--- config.mk ---
export PLATFORM = sky130hd
export DESIGN_NAME = ars_cordic_cell
export DESIGN_NICKNAME = d
export VERILOG_FILES = /design/src/hdl/ars_pkg.sv /design/src/hdl/ars_cordic_cell.sv
export SDC_FILE = /design/constraint.sdc
export NUM_CORES = 1
export LEC_CHECK = 0
export BUFFER_PORTS_ARGS = -buffer_cell sky130_fd_sc_hd__buf_4
export CORE_ASPECT_RATIO = 1.25
export CORE_MARGIN = 4
export CORE_UTILIZATION = 45
export CTS_BUF_LIST = sky130_fd_sc_hd__clkbuf_4 sky130_fd_sc_hd__clkbuf_8 sky130_fd_sc_hd__clkbuf_16
export DETAILED_ROUTE_END_ITERATION = 12
export PLACE_DENSITY = 0.7
export REMOVE_ABC_BUFFERS = 1
export SLEW_MARGIN = 10
export SYNTH_ARGS = -nofsm -noshare
export SYNTH_HDL_FRONTEND = slang
export SYNTH_SLANG_ARGS = --single-unit
--- constraint.sdc ---
create_clock -name clk -period 4.3 [get_ports clk]
set_input_delay 0.86 -clock clk [delete_from_list [all_inputs] [get_ports clk]]
set_output_delay 0.86 -clock clk [all_outputs]
set_load 0.005 [all_outputs]
--- src/hdl/ars_pkg.sv ---
// Shared types, constants and the arctangent table for the arc reachability block.
// Used by the CORDIC cell, the divider and the top level.
`timescale 1ns / 1ps
package ars_pkg;

  localparam int CW = 38;   // CORDIC x/y width
  localparam int ZW = 24;   // CORDIC angle width, Q16 radians

  localparam logic signed [ZW-1:0] PI16      = 24'sd205887;
  localparam logic signed [ZW-1:0] HALF_PI16 = 24'sd102944;
  localparam logic signed [ZW-1:0] TWO_PI16  = 24'sd411775;
  localparam logic [29:0]          INV_GAIN  = 30'd652032874;
  localparam logic [30:0]          SAT31     = 31'h7FFF_FFFF;
  localparam logic [31:0]          NEG_ONE   = 32'hFFFF_0000;

  localparam logic [2:0] REG_WHEELBASE = 3'd0;
  localparam logic [2:0] REG_MAX_STEER = 3'd1;
  localparam logic [2:0] REG_RATIO     = 3'd2;
  localparam logic [2:0] REG_INV_SPEED = 3'd3;
  localparam logic [2:0] REG_FLAG      = 3'd4;

  localparam logic [15:0] WHEELBASE_RST = 16'd678;
  localparam logic [14:0] MAX_STEER_RST = 15'd4096;
  localparam logic [15:0] RATIO_RST     = 16'd4429;
  localparam logic [31:0] INV_SPEED_RST = 32'd65536;

  typedef struct packed {
    logic          valid;
    logic          vec;     // 1: vectoring, 0: rotation
    logic [CW-1:0] x;
    logic [CW-1:0] y;
    logic [ZW-1:0] z;
  } cdc_t;

  typedef struct packed {
    logic done;
    logic ovf;
  } div_stat_t;

  function automatic logic [16:0] atan_q16(input int unsigned i);
    logic [16:0] r;
    case (i)
      0: r = 17'd51472;  1: r = 17'd30386;  2: r = 17'd16055;  3: r = 17'd8150;
      4: r = 17'd4091;   5: r = 17'd2047;   6: r = 17'd1024;   7: r = 17'd512;
      8: r = 17'd256;    9: r = 17'd128;    10: r = 17'd64;    11: r = 17'd32;
      12: r = 17'd16;    13: r = 17'd8;     14: r = 17'd4;     15: r = 17'd2;
      16: r = 17'd1;
      default: r = 17'd0;
    endcase
    return r;
  endfunction

  // wrap to (-pi, pi], four correction passes
  function automatic logic signed [ZW-1:0] wrap16(input logic signed [ZW-1:0] a_in);
    logic signed [ZW-1:0] a;
    a = a_in;
    for (int k = 0; k < 4; k++) begin
      if (a > PI16) a = a - TWO_PI16;
      else if (a <= -PI16) a = a + TWO_PI16;
    end
    return a;
  endfunction

endpackage

--- src/hdl/ars_cordic_cell.sv ---
// One CORDIC iteration with a fixed shift, registered output.
// Depends on ars_pkg for the data type and arctangent table.
`timescale 1ns / 1ps
module ars_cordic_cell #(
  parameter int IDX = 0
) (
  input  logic          clk,
  input  logic          rst,
  input  ars_pkg::cdc_t din,
  output ars_pkg::cdc_t dout
);

  logic signed [ars_pkg::CW-1:0] xs, ys;
  logic signed [ars_pkg::ZW-1:0] at;
  logic                          pos;

  assign xs  = $signed(din.x) >>> IDX;
  assign ys  = $signed(din.y) >>> IDX;
  assign at  = $signed({{(ars_pkg::ZW-17){1'b0}}, ars_pkg::atan_q16(IDX)});
  // vectoring drives y toward zero, rotation drives z toward zero
  assign pos = din.vec ? din.y[ars_pkg::CW-1] : ~din.z[ars_pkg::ZW-1];

  always_ff @(posedge clk) begin
    if (rst) dout.valid <= 1'b0;
    else dout.valid <= din.valid;
    dout.vec <= din.vec;
    if (pos) begin
      dout.x <= $signed(din.x) - ys;
      dout.y <= $signed(din.y) + xs;
      dout.z <= $signed(din.z) - at;
    end else begin
      dout.x <= $signed(din.x) + ys;
      dout.y <= $signed(din.y) - xs;
      dout.z <= $signed(din.z) + at;
    end
  end

endmodule

# Word-level counts from Yosys, hierarchy flattened
# Cells that the tools add are included.
# totals
input_bits,104
reg_bits,102
output_inout_bits,102
# op_classes
muxes,2
add_sub_neg,5
n_bitwise,1
# ops
cell,count
$mux W100,1
$sub A38 B38 Y38,2
$add A38 B38 Y38,1
$add A24 B17 Y24 const B,1
$sub A24 B17 Y24 const B,1
$mux W1,1
$not A1 Y1,1

# Depth between registers and ports, before layout
# logic_depth
word_depth,3
ltp_mapped,17
mapped_depth_nobuf,13

# Worst setup path before layout
# Ideal clock, no wire load.
# synth_path
kind,input port to flip-flop
start,input din[23] (netlist name)
end,register dout[22] (netlist name)
cell_stages,16
required_ns,4.182
arrival_ns,4.398
setup_slack_ns,-0.216
path_cell_list,nor2_1 -> nor2_4 -> inv_1 -> clkbuf_1 -> clkbuf_1 -> buf_1 -> ha_1 -> buf_2 -> a311oi_1 -> o41ai_2 -> a21oi_4 -> a2111oi_2 -> o21a_1 -> o21a_1 -> o41a_1 -> xnor2_1
# synth_between
elab_chain_len,3
# synth_rtl
element,line_no,text
"start, declared",ars_cordic_cell.sv:9,"input ars_pkg::cdc_t din,"
$not A1 Y1,ars_cordic_cell.sv:21,assign pos = din.vec ? din.y[ars_pkg::CW-1] : ~din.z[ars_pkg::ZW-1];
$mux W1,ars_cordic_cell.sv:21,
$mux W100,ars_cordic_cell.sv:27,if (pos) begin
"end, declared",ars_cordic_cell.sv:10,output ars_pkg::cdc_t dout
# No other way between the ends.
# A chain may end at the register's enable or synchronous reset.

# Final worst setup path
# layout_path
start,input din[100] (netlist name)
end,register dout[15] (netlist name)
# layout_between
elab_chain_len,2
# layout_rtl
element,line_no
$mux W1,ars_cordic_cell.sv:21
$mux W100,ars_cordic_cell.sv:27
# No other way between the ends.

==> flow_summary_export.csv <==
group,metric,value,unit
clock_tree,htree_levels,3,
setup_path,critPathMaxFanout,12,
die,core_area,0.02155,mm2
global_routing,groute.usage.overall,26.77,%
detailed_routing,wl_per_cell,19.07,um
logic_synthesis,async_flop_share,0,%
clock_tree,tritoncts,"done",
setup_path,critical_path_class,"input port to register",
detailed_routing,m1WireLength,13330,um
sta,finalSetupViolCount,0,
finish,fin_cells,1783,
logic_synthesis,synth.area.top_cells,"dfxtp_1 20%, ha_1 17%, a21oi_1 8.4%, xnor2_1 6.8%, inv_1 4.4%",
power_and_ir_drop,ir_drop,0.2092,mV
sta,worst_slew_pin_slew,0.7808,ns
logic_synthesis,yosys.area.top_type,"dfxtp_1",
finish,largest_reg_flops,101,
finish,fill_cells,2080,
clock_tree,cts-hold-fix-buffers,0,
placement,pre_cts_ws,0.2265,ns
logic_synthesis,ys_types,80,
placement,gp_congestion,1.036,
logic_synthesis,ys_ff_latch,101,
logic_synthesis,synthFlopType,"dfxtp_1",
logic_synthesis,yosysWarnings,0,
finish,seq_area,0.002022,mm2
sta,fmax,265.7,MHz
logic_synthesis,synthMostInstantiatedCell,"a21oi_1",
detailed_routing,initialDrtViolationCount,757,
logic_synthesis,synthAdderAreaFrac,17.53,%
die,die_area,0.02443,mm2
global_routing,grt_pass1_vias,10200,
logic_synthesis,synth_compound_area_share,28.93,%
detailed_routing,routed.top_layer,"met4",
finish,nNetsFinal,1739,
global_routing,overflow,0,
sta,hold_viol_final,0,
finish,fin_area,0.01206,mm2
finish,syn_to_final_growth,21.88,%
die,fp.dieH,173.8,um
logic_synthesis,synth.top_cell.area_share,20.44,%
logic_synthesis,synth_top_family_by_area,"compound AO/OA/AOI/OAI gates",
logic_synthesis,yosys-mux-area-fraction,0.9107,%
hold_path,hold_class,"input port to register",
detailed_routing,dr.pass1.iters,6,
die,initial_core_util,45.91,%
clock_tree,cts_inserted_buffers,9,
sta,period_needed,3.764,ns
die,num_io_pins,206,
logic_synthesis,synth_area,0.009892,mm2
setup_path,endpoint_kind,"register",
logic_synthesis,synth_edf_count,0,
power_and_ir_drop,power_density,326.5,mW/mm2
detailed_routing,wl,34000,um
hold_path,min_from,"din[0]",
clock_tree,post_cts_resized,0,
clock_tree,cts_setup_buffers,0,
finish,top_register,"dout",
detailed_routing,viasPerCell,5.786,
global_routing,grt_pass1_wl,53390,um
setup_path,crit_required,4.60,ns
die,rows,60,
clock_tree,clock-root-buffer,"clkbuf_16",
clock_tree,cts.clk_slew.worst_paths,0.08,ns
setup_path,worstPathArrival,4.06,ns
placement,dp_cells,1767,
sta,rsz0062_at_grt,"no",
placement,numPortBuffers,205,
detailed_routing,num_vias,10320,
global_routing,grt_max_degree,58,
placement,dp_hpwl,27660,um
sta,drv_slew,0,
clock_tree,cts_sinks,101,
logic_synthesis,yosys.area_share.xor_xnor,8.057,%
logic_synthesis,ys_top_cells_by_count,"167 x a21oi_1, 133 x ha_1, 117 x inv_1, 109 x nor2_1, 101 x dfxtp_1",
finish,antenna_cells,0,
logic_synthesis,avgSynthCellArea,7.534,um2
setup_path,cp-startpoint,"din[100]",
detailed_routing,antenna_left,0,
die,die_x,140.6,um
flow_run,drv_cap,0,
power_and_ir_drop,power.static_leakage,5.718,nW
finish,multi_input_comb_area,0.007164,mm2
logic_synthesis,synthSimpleGateAreaFrac,17.00,%
setup_path,cp-start-kind,"input port",
global_routing,antenna_found_initial,0,
sta,slew_headroom,47.47,%
run_status,run_status,"complete, no violations",
finish,drive_gt1_share,18.15,%
logic_synthesis,ys_seq_area_share,20.44,%
detailed_routing,met2_length,16680,um
clock_tree,cts_max_path_buffers,2,
detailed_routing,dr_wl_met3,2264,um
sta,min_period_over_period,87.54,%
sta,setup_slack,0.5360,ns
placement,place_area,0.01174,mm2
logic_synthesis,syn-instance-count,1313,
detailed_routing,route.detailed.drc,0,
finish,top_regs,"dout (101)",
## layer usage
metal / GRT usage (%) / vias to the layer above
met5: 0 / -
met3: 3.725 / 114
li1: - / 4994
met1: 31.32 / 4693
met2: 47.22 / 516
met4: 13.57 / 0
## metrics by stage
step,utilization [%],power [mW],setup TNS [ns],hold WS [ns]
2_1_floorplan,-,2.207,-17.78,0.8877
4_1_cts,55.96,3.954,0,0.5782
6_report,55.96,3.937,0,0.5914
3_5_place_dp,54.50,3.030,0,0.9659
5_1_grt,55.96,4.168,0,0.5862
3_3_place_gp,54.50,3.018,0,0.9644
## power by group
group	switching, mW	leakage [nW]	internal (mW)
combinational	0.970	4.71	0.815
clock	0.442	0.152	0.469
sequential	0.0725	0.852	1.17
## cell type report
cell class,count,area share [%]
Timing Repair Buffer,234,14.57
Tap cell,279,2.895
Clock buffer,9,1.868
Multi-Input combinational cell,1033,59.42
Clock inverter,7,0.7368
Inverter,120,3.736
Sequential cell,101,16.77
## cells by family after synthesis
logic type,Yosys count
adder cells (fa/ha/maj),137
flip-flops,101
buffers and inverters,179
AO/OA/AOI/OAI,447
multiplexers,9
XOR/XNOR,91
AND/OR/NAND/NOR,349
## critical path: stages
cell      delay [ns]
buf_4           0.13
nor2_1          0.26
nor2_4          0.10
inv_2           0.22
ha_1            0.39
a21oi_1         0.18
o22ai_1         0.11
a32oi_1         0.28
nor2_1          0.11
o31ai_1         0.50
a21boi_1        0.20
or4_1           0.43
o21ai_0         0.12
xor2_1          0.17
## worst paths after layout
path	end	slack, ns	cells after the start
hold / removal	dout[0]$_DFF_P_	0.59	1
setup / recovery	dout[15]$_DFF_P_	0.54	14
## placed cells by master, fill, tap and decap left out, types with 6 or more instances in the layout
cell	instances
xor2_1	14
a21oi_1	167
o211ai_1	10
buf_4	234
a31oi_1	10
ha_1	133
a21o_1	36
clkbuf_16	9
nor3_1	35
inv_1	116
and3_1	9
xnor2_1	77
a211oi_1	18
o22ai_1	6
nor2b_1	20
nor2_1	109
nand4_1	18
o21a_1	12
o31ai_1	12
o21bai_1	29
mux2i_1	9
nand2b_1	12
or2_2	6
nor4_1	11
o21ai_0	83
dfxtp_1	101
nand2_1	83
nand3_1	18
Note: power is estimated with default switching activity, not from simulation.
