--- config.mk ---
export PLATFORM = sky130hd
export DESIGN_NAME = ars_divider
export DESIGN_NICKNAME = d
export VERILOG_FILES = /design/src/hdl/ars_pkg.sv /design/src/hdl/ars_divider.sv
export SDC_FILE = /design/constraint.sdc
export NUM_CORES = 1
export LEC_CHECK = 0
export BUFFER_PORTS_ARGS = -buffer_cell sky130_fd_sc_hd__buf_2
export CAP_MARGIN = 10
export CORE_MARGIN = 1
export CORE_UTILIZATION = 57
export DETAILED_ROUTE_END_ITERATION = 16
export PLACE_DENSITY = 0.79
export SLEW_MARGIN = 20
export SYNTH_ARGS = -nofsm -noshare
export SYNTH_HDL_FRONTEND = slang
export SYNTH_SLANG_ARGS = --single-unit
--- constraint.sdc ---
create_clock -name clk -period 3.6 [get_ports clk]
set_input_delay 0.18 -clock clk [delete_from_list [all_inputs] [get_ports clk]]
set_output_delay 0.18 -clock clk [all_outputs]
set_load 0.02 [all_outputs]
--- src/hdl/ars_pkg.sv ---
// Shared types, constants and the arctangent table for the arc reachability block.
// Used by the CORDIC cell, the divider and the top level.
`timescale 1ns / 1ps
package ars_pkg;

  localparam int CW = 38;   // CORDIC x/y width
  localparam int ZW = 24;   // CORDIC angle width, Q16 radians

  localparam logic signed [ZW-1:0] PI16      = 24'sd205887;
  localparam logic signed [ZW-1:0] HALF_PI16 = 24'sd102944;
  localparam logic signed [ZW-1:0] TWO_PI16  = 24'sd411775;
  localparam logic [29:0]          INV_GAIN  = 30'd652032874;
  localparam logic [30:0]          SAT31     = 31'h7FFF_FFFF;
  localparam logic [31:0]          NEG_ONE   = 32'hFFFF_0000;

  localparam logic [2:0] REG_WHEELBASE = 3'd0;
  localparam logic [2:0] REG_MAX_STEER = 3'd1;
  localparam logic [2:0] REG_RATIO     = 3'd2;
  localparam logic [2:0] REG_INV_SPEED = 3'd3;
  localparam logic [2:0] REG_FLAG      = 3'd4;

  localparam logic [15:0] WHEELBASE_RST = 16'd678;
  localparam logic [14:0] MAX_STEER_RST = 15'd4096;
  localparam logic [15:0] RATIO_RST     = 16'd4429;
  localparam logic [31:0] INV_SPEED_RST = 32'd65536;

  typedef struct packed {
    logic          valid;
    logic          vec;     // 1: vectoring, 0: rotation
    logic [CW-1:0] x;
    logic [CW-1:0] y;
    logic [ZW-1:0] z;
  } cdc_t;

  typedef struct packed {
    logic done;
    logic ovf;
  } div_stat_t;

  function automatic logic [16:0] atan_q16(input int unsigned i);
    logic [16:0] r;
    case (i)
      0: r = 17'd51472;  1: r = 17'd30386;  2: r = 17'd16055;  3: r = 17'd8150;
      4: r = 17'd4091;   5: r = 17'd2047;   6: r = 17'd1024;   7: r = 17'd512;
      8: r = 17'd256;    9: r = 17'd128;    10: r = 17'd64;    11: r = 17'd32;
      12: r = 17'd16;    13: r = 17'd8;     14: r = 17'd4;     15: r = 17'd2;
      16: r = 17'd1;
      default: r = 17'd0;
    endcase
    return r;
  endfunction

  // wrap to (-pi, pi], four correction passes
  function automatic logic signed [ZW-1:0] wrap16(input logic signed [ZW-1:0] a_in);
    logic signed [ZW-1:0] a;
    a = a_in;
    for (int k = 0; k < 4; k++) begin
      if (a > PI16) a = a - TWO_PI16;
      else if (a <= -PI16) a = a + TWO_PI16;
    end
    return a;
  endfunction

endpackage

--- src/hdl/ars_divider.sv ---
// Radix-2 restoring divider: floor(num * 2^14 / den), 31 quotient bits.
// Depends on ars_pkg for the status type.
`timescale 1ns / 1ps
module ars_divider (
  input  logic               clk,
  input  logic               rst,
  input  logic               start,
  input  logic [53:0]        num,
  input  logic [30:0]        den,
  output ars_pkg::div_stat_t stat,
  output logic [30:0]        quot
);

  logic [30:0] rem;
  logic [30:0] low;
  logic [4:0]  cnt;
  logic        busy;
  logic        ovf_c;
  logic [31:0] trial;

  assign ovf_c = num >= {6'd0, den, 17'd0};
  assign trial = {rem, low[30]};

  always_ff @(posedge clk) begin
    if (rst) begin
      busy      <= 1'b0;
      stat.done <= 1'b0;
    end else if (start) begin
      busy      <= ~ovf_c;
      stat.done <= ovf_c;
    end else if (busy && cnt == 5'd30) begin
      busy      <= 1'b0;
      stat.done <= 1'b1;
    end
    if (start) begin
      stat.ovf <= ovf_c;
      rem      <= num[47:17];
      low      <= {num[16:0], 14'd0};
      cnt      <= 5'd0;
    end else if (busy) begin
      if (trial >= {1'b0, den}) begin
        rem  <= 31'(trial - {1'b0, den});
        quot <= {quot[29:0], 1'b1};
      end else begin
        rem  <= trial[30:0];
        quot <= {quot[29:0], 1'b0};
      end
      low <= {low[29:0], 1'b0};
      cnt <= cnt + 5'd1;
    end
  end

endmodule

Word level (Yosys, flattened, before mapping):

Index checks and enable logic that the tools add are counted.

* bits in writable memories: 0
* input bits: 88
* word-level logic and storage cells: 28
* ROM bits: 0
* register bits after elaboration: 87
* memories: 0
* output and inout bits: 33
* latch bits: 0

* equality and inequality tests: 1
* bitwise operators: 2
* div/mod/pow operators: 0
* multipliers: 0
* shift operators: 0
* mux-type cells: 10
* order comparisons: 2
* reductions and logical operators: 4
* add/sub/neg operators: 2

Operators with widths (count)
* two-way mux 31 bit: 5
* >= comparator 54 x 48 -> 1 bit: 1
* >= comparator 32 x 31 -> 1 bit: 1
* subtractor 31 bit: 1
* adder 5 x 1 -> 5 bit (second input constant): 1
* == test 5 bit (second input constant): 1
* two-way mux 1 bit: 5
* nonzero test 2 bit: 2
* NOT 1 bit: 2
* AND reduction 2 bit: 1
* logical AND 1 bit: 1

Longest topological paths before layout:

* depth in word-level cells: 4
* mapped depth: 13

Worst setup path before layout:

OpenSTA, ideal clock, no wires.

* kind: flip-flop to flip-flop
* start: register rem[2]
* end: register rem[25], data pin
* path buffers: 0
* setup slack: 0.867 ns
* data required time: 3.433 ns
* stages on the path, launching flop included: 10
* arrival: 2.566 ns
* cell sequence: edfxtp_1 ha_1 a21o_1 a21oi_2 a211oi_4 o41ai_4 a311oi_4 o2111ai_2 mux2_4 a221oi_2

* cells in the longest elaborated chain, start to end: 4

Ends and longest elaborated chain
* from (decl): RTL line ars_divider.sv:14 `logic [30:0] rem;`
* from (signal assigned): RTL line ars_divider.sv:37 `rem <= num[47:17];`
* from (signal assigned): RTL line ars_divider.sv:42 `rem <= 31'(trial - {1'b0, den});`
* from (signal assigned): RTL line ars_divider.sv:45 `rem <= trial[30:0];`
* subtractor 31 bit / >= comparator 32 x 31 -> 1 bit (equally long branches): RTL line ars_divider.sv:42, ars_divider.sv:41
* two-way mux 31 bit (*): RTL line ars_divider.sv:41 `if (trial >= {1'b0, den}) begin`
* two-way mux 31 bit (*): RTL line ars_divider.sv:40 `end else if (busy) begin`
* two-way mux 31 bit (*): RTL line ars_divider.sv:35 `if (start) begin`

Every way passes the cells marked *; elsewhere a longest branch is shown, timed or not. The select of a mux whose other input is x is not followed.
A chain may end at the register's enable or synchronous reset.

Worst setup path in the final report:

Same ends and word-level chain as after synthesis.

==> results.cfg <==
[global_route]
antenna_found_initial = 0
grt-ovfl-total = 0
grtUsageTotal_pct = 26.8
grt_pass1_wl_um = 23800
grt_pass1_vias = 4967
grt_max_degree = 32

[floorplanning]
dieHeight_um = 106
die_width_um = 106
core_area_um2 = 10400
initial_core_util_pct = 59.5
die_area_um2 = 11300
std_cell_rows = 37
io_pins = 121

[synthesis]
synth.area.top_cells = edfxtp_1, ha_1, mux2_2
synth_edf_count = 80
ys_types = 70
synth_ff_type = edfxtp_1
async_flop_share_pct = 0
synth_top_area_share_pct = 38.7
syn_inst = 599
synth_largest_area_cell = edfxtp_1
netlist_area_um2 = 6200
syn_nets = 752
synth.avg_cell_area_um2 = 10.4
synth-seq-cells = 87
yosysSeqAreaShare_pct = 41.0
yosysWarnings = 0

[clock_network]
cts_resized = 0
insertion_delay_ps = 370
cts_root_buf = clkbuf_8
cts_tree = done
clkTransAtPathRegs_ps = 100
numCtsBuffers = 9
cts_max_level = 3
clock_path_buffers = 2
post-cts-setup-buffers = 0
cts_num_sinks = 87
hold_buffers = 0

[layout]
n_fill_cell = 822
antenna_cells = 0
drive_above_1_share_pct = 26.3
area_delta_synth_final_pct = 14.5
nets = 866

[power]
total_leakage_power_nw = 3.06
powerDensity_nw_per_um2 = 412
finalPower_w = 0.00292
combPwrFrac_pct = 34.1
netSwitchingPower_w = 0.00103
ir_worst_vdd_mv = 0.212
clockPowerShare_pct = 24.0
seq_power_share_pct = 41.9
swShare_pct = 35.1
p_int_w = 0.00190

[detailed_routing]
viasPerCell = 5.95
dr.max_layer_used = met4
route.met3.wl_um = 680
drt_wl_total_um = 14600
antenna_left = 0
drt-pass1-iter-count = 4
wl_met2_um = 7250
met1_length_um = 6470
drc = 0
vias = 5080
drt_iter0_markers = 246
drt-wirelength-per-cell_um = 17.1

[placed_design]
port_buffers = 120
routabilityCongestion = 0.960
hpwl_um = 11200

[run_status]
outcome = completed

[timing]
drv_slew = 0
worst_slew_pin_slew_ps = 698
fin_tns_setup_ps = 0
max_freq_mhz = 319
slew_headroom_pct = 52.9
hold_violations = 0
grt_setup_unrepaired = false
setup_viol = 0
fin_crit_sh_pct = 86.9
skew_ps = 7.87
layout_min_cycle_time_ps = 3130

[setup_path]
worst_setup_path_end_kind = flop
cp.arrival_ps = 3340
worstSetupStartpointType = flop
crit_type = flop to flop
path_max_fanout = 6
r2r_slack_ps = 470
crit_required_ps = 3810

[job]
cap_violations = 0

[min_path]
hold_class = input pin to flop
cell type report:
| type | instances | area, um^2 | share of cell area (%) |
|---|---|---|---|
| clock buffer | 9 | 124 | 1.74 |
| clock inverter | 7 | 78.8 | 1.11 |
| inverter | 43 | 161 | 2.27 |
| multi-input combinational | 445 | 3360 | 47.3 |
| sequential | 87 | 2540 | 35.8 |
| tap | 136 | 170 | 2.40 |
| timing repair buffer | 127 | 666 | 9.37 |
path summary, 6_finish.rpt:
check / start / to / cells past startpoint
setup / recovery: rem[2] / rem[25] / 9
hold / removal: rst / busy / 2
setup reg to reg: rem[2] / rem[25] / 9
hold reg to reg: quot[6] / quot[7] / 0
power groups by stage:
stage / Combinational (W) / Sequential [W] / Clock [W]
3_3_place_gp: 0.000943 / 0.00124 / 0
6_report: 0.000997 / 0.00123 / 0.000700
4_1_cts: 0.000985 / 0.00122 / 0.000710
2_1_floorplan: 0.000761 / 0.00124 / 0
3_5_place_dp: 0.000977 / 0.00125 / 0
5_1_grt: 0.00111 / 0.00123 / 0.000746
kinds of logic (layout without fill, tap and decap cells):
family / Yosys count / count (layout) / synth area share (%)
adders and majority gates: 65 / 65 / 13.2
and+or+nand+nor: 142 / 142 / 12.1
xor gates and xnor gates: 24 / 24 / 3.39
buffers and inverters: 67 / 186 / 4.86
DFF: 87 / 87 / 41.0
AOI/OAI and AO/OA: 183 / 183 / 19.8
muxes: 31 / 31 / 5.63
per-layer routing:
metal	GRT usage [%]	vias up
li1	-	2494
met1	34.8	2412
met2	45.7	155
met3	4.78	19
met4	7.34	0
met5	0	-
registers in the layout (all words and copies together), names as in the netlist:
register	cells
low	17
quot	31
busy	1
stat	2
rem	31
cnt	5
Yosys cell counts, types with 6 or more instances:
master	n
a21o_1	23
a21oi_1	59
and3_1	7
clkbuf_1	11
dfxtp_1	7
edfxtp_1	80
ha_1	64
inv_1	41
mux2_2	27
nand2_1	38
nand3_1	10
nand4_1	14
nor2_1	23
nor3_1	11
nor4_1	9
o21a_1	12
o21ai_0	37
o21ai_1	6
xnor2_1	13
xor2_1	11
layout by cell type (no fill, tap or decap), drive strengths merged, types with 4 or more instances in the layout:
| master | count |
|---|---|
| nand3 | 10 |
| a21oi | 60 |
| xor2 | 11 |
| nor4 | 9 |
| nand2 | 38 |
| a31oi | 5 |
| dfxtp | 7 |
| a21o | 23 |
| nor2 | 24 |
| edfxtp | 80 |
| clkbuf | 9 |
| a221oi | 4 |
| nor3 | 12 |
| clkinv | 4 |
| nand2b | 4 |
| mux2 | 28 |
| o21ai | 43 |
| inv | 44 |
| o21a | 12 |
| and3 | 7 |
| buf | 127 |
| ha | 64 |
| a221o | 4 |
| xnor2 | 13 |
| a211oi | 4 |
| nand4 | 14 |
| or3 | 6 |
| nor3b | 4 |
critical path: stages (launching register included):
cell and delay [ps]:
edfxtp_1 410, ha_1 390, a21o_1 230, a21oi_2 230, a211oi_4 100, o41ai_4 560, a311oi_4 210, o2111ai_2 250
mux2_4 330, a221oi_2 260
per-stage QoR:
step,cell area [um^2],hold slack (ps),worst slack [ps],util [%],std cells
final,7100,25.2,470,68.2,854
after global routing,7100,0.461,322,68.2,854
after CTS,7100,7.91,522,68.2,854
after detailed placement,6900,414,548,66.2,838
after global placement,6900,412,683,66.2,838
after floorplan,6200,292,867,-,599
Note: power is estimated with default switching activity, not from simulation.
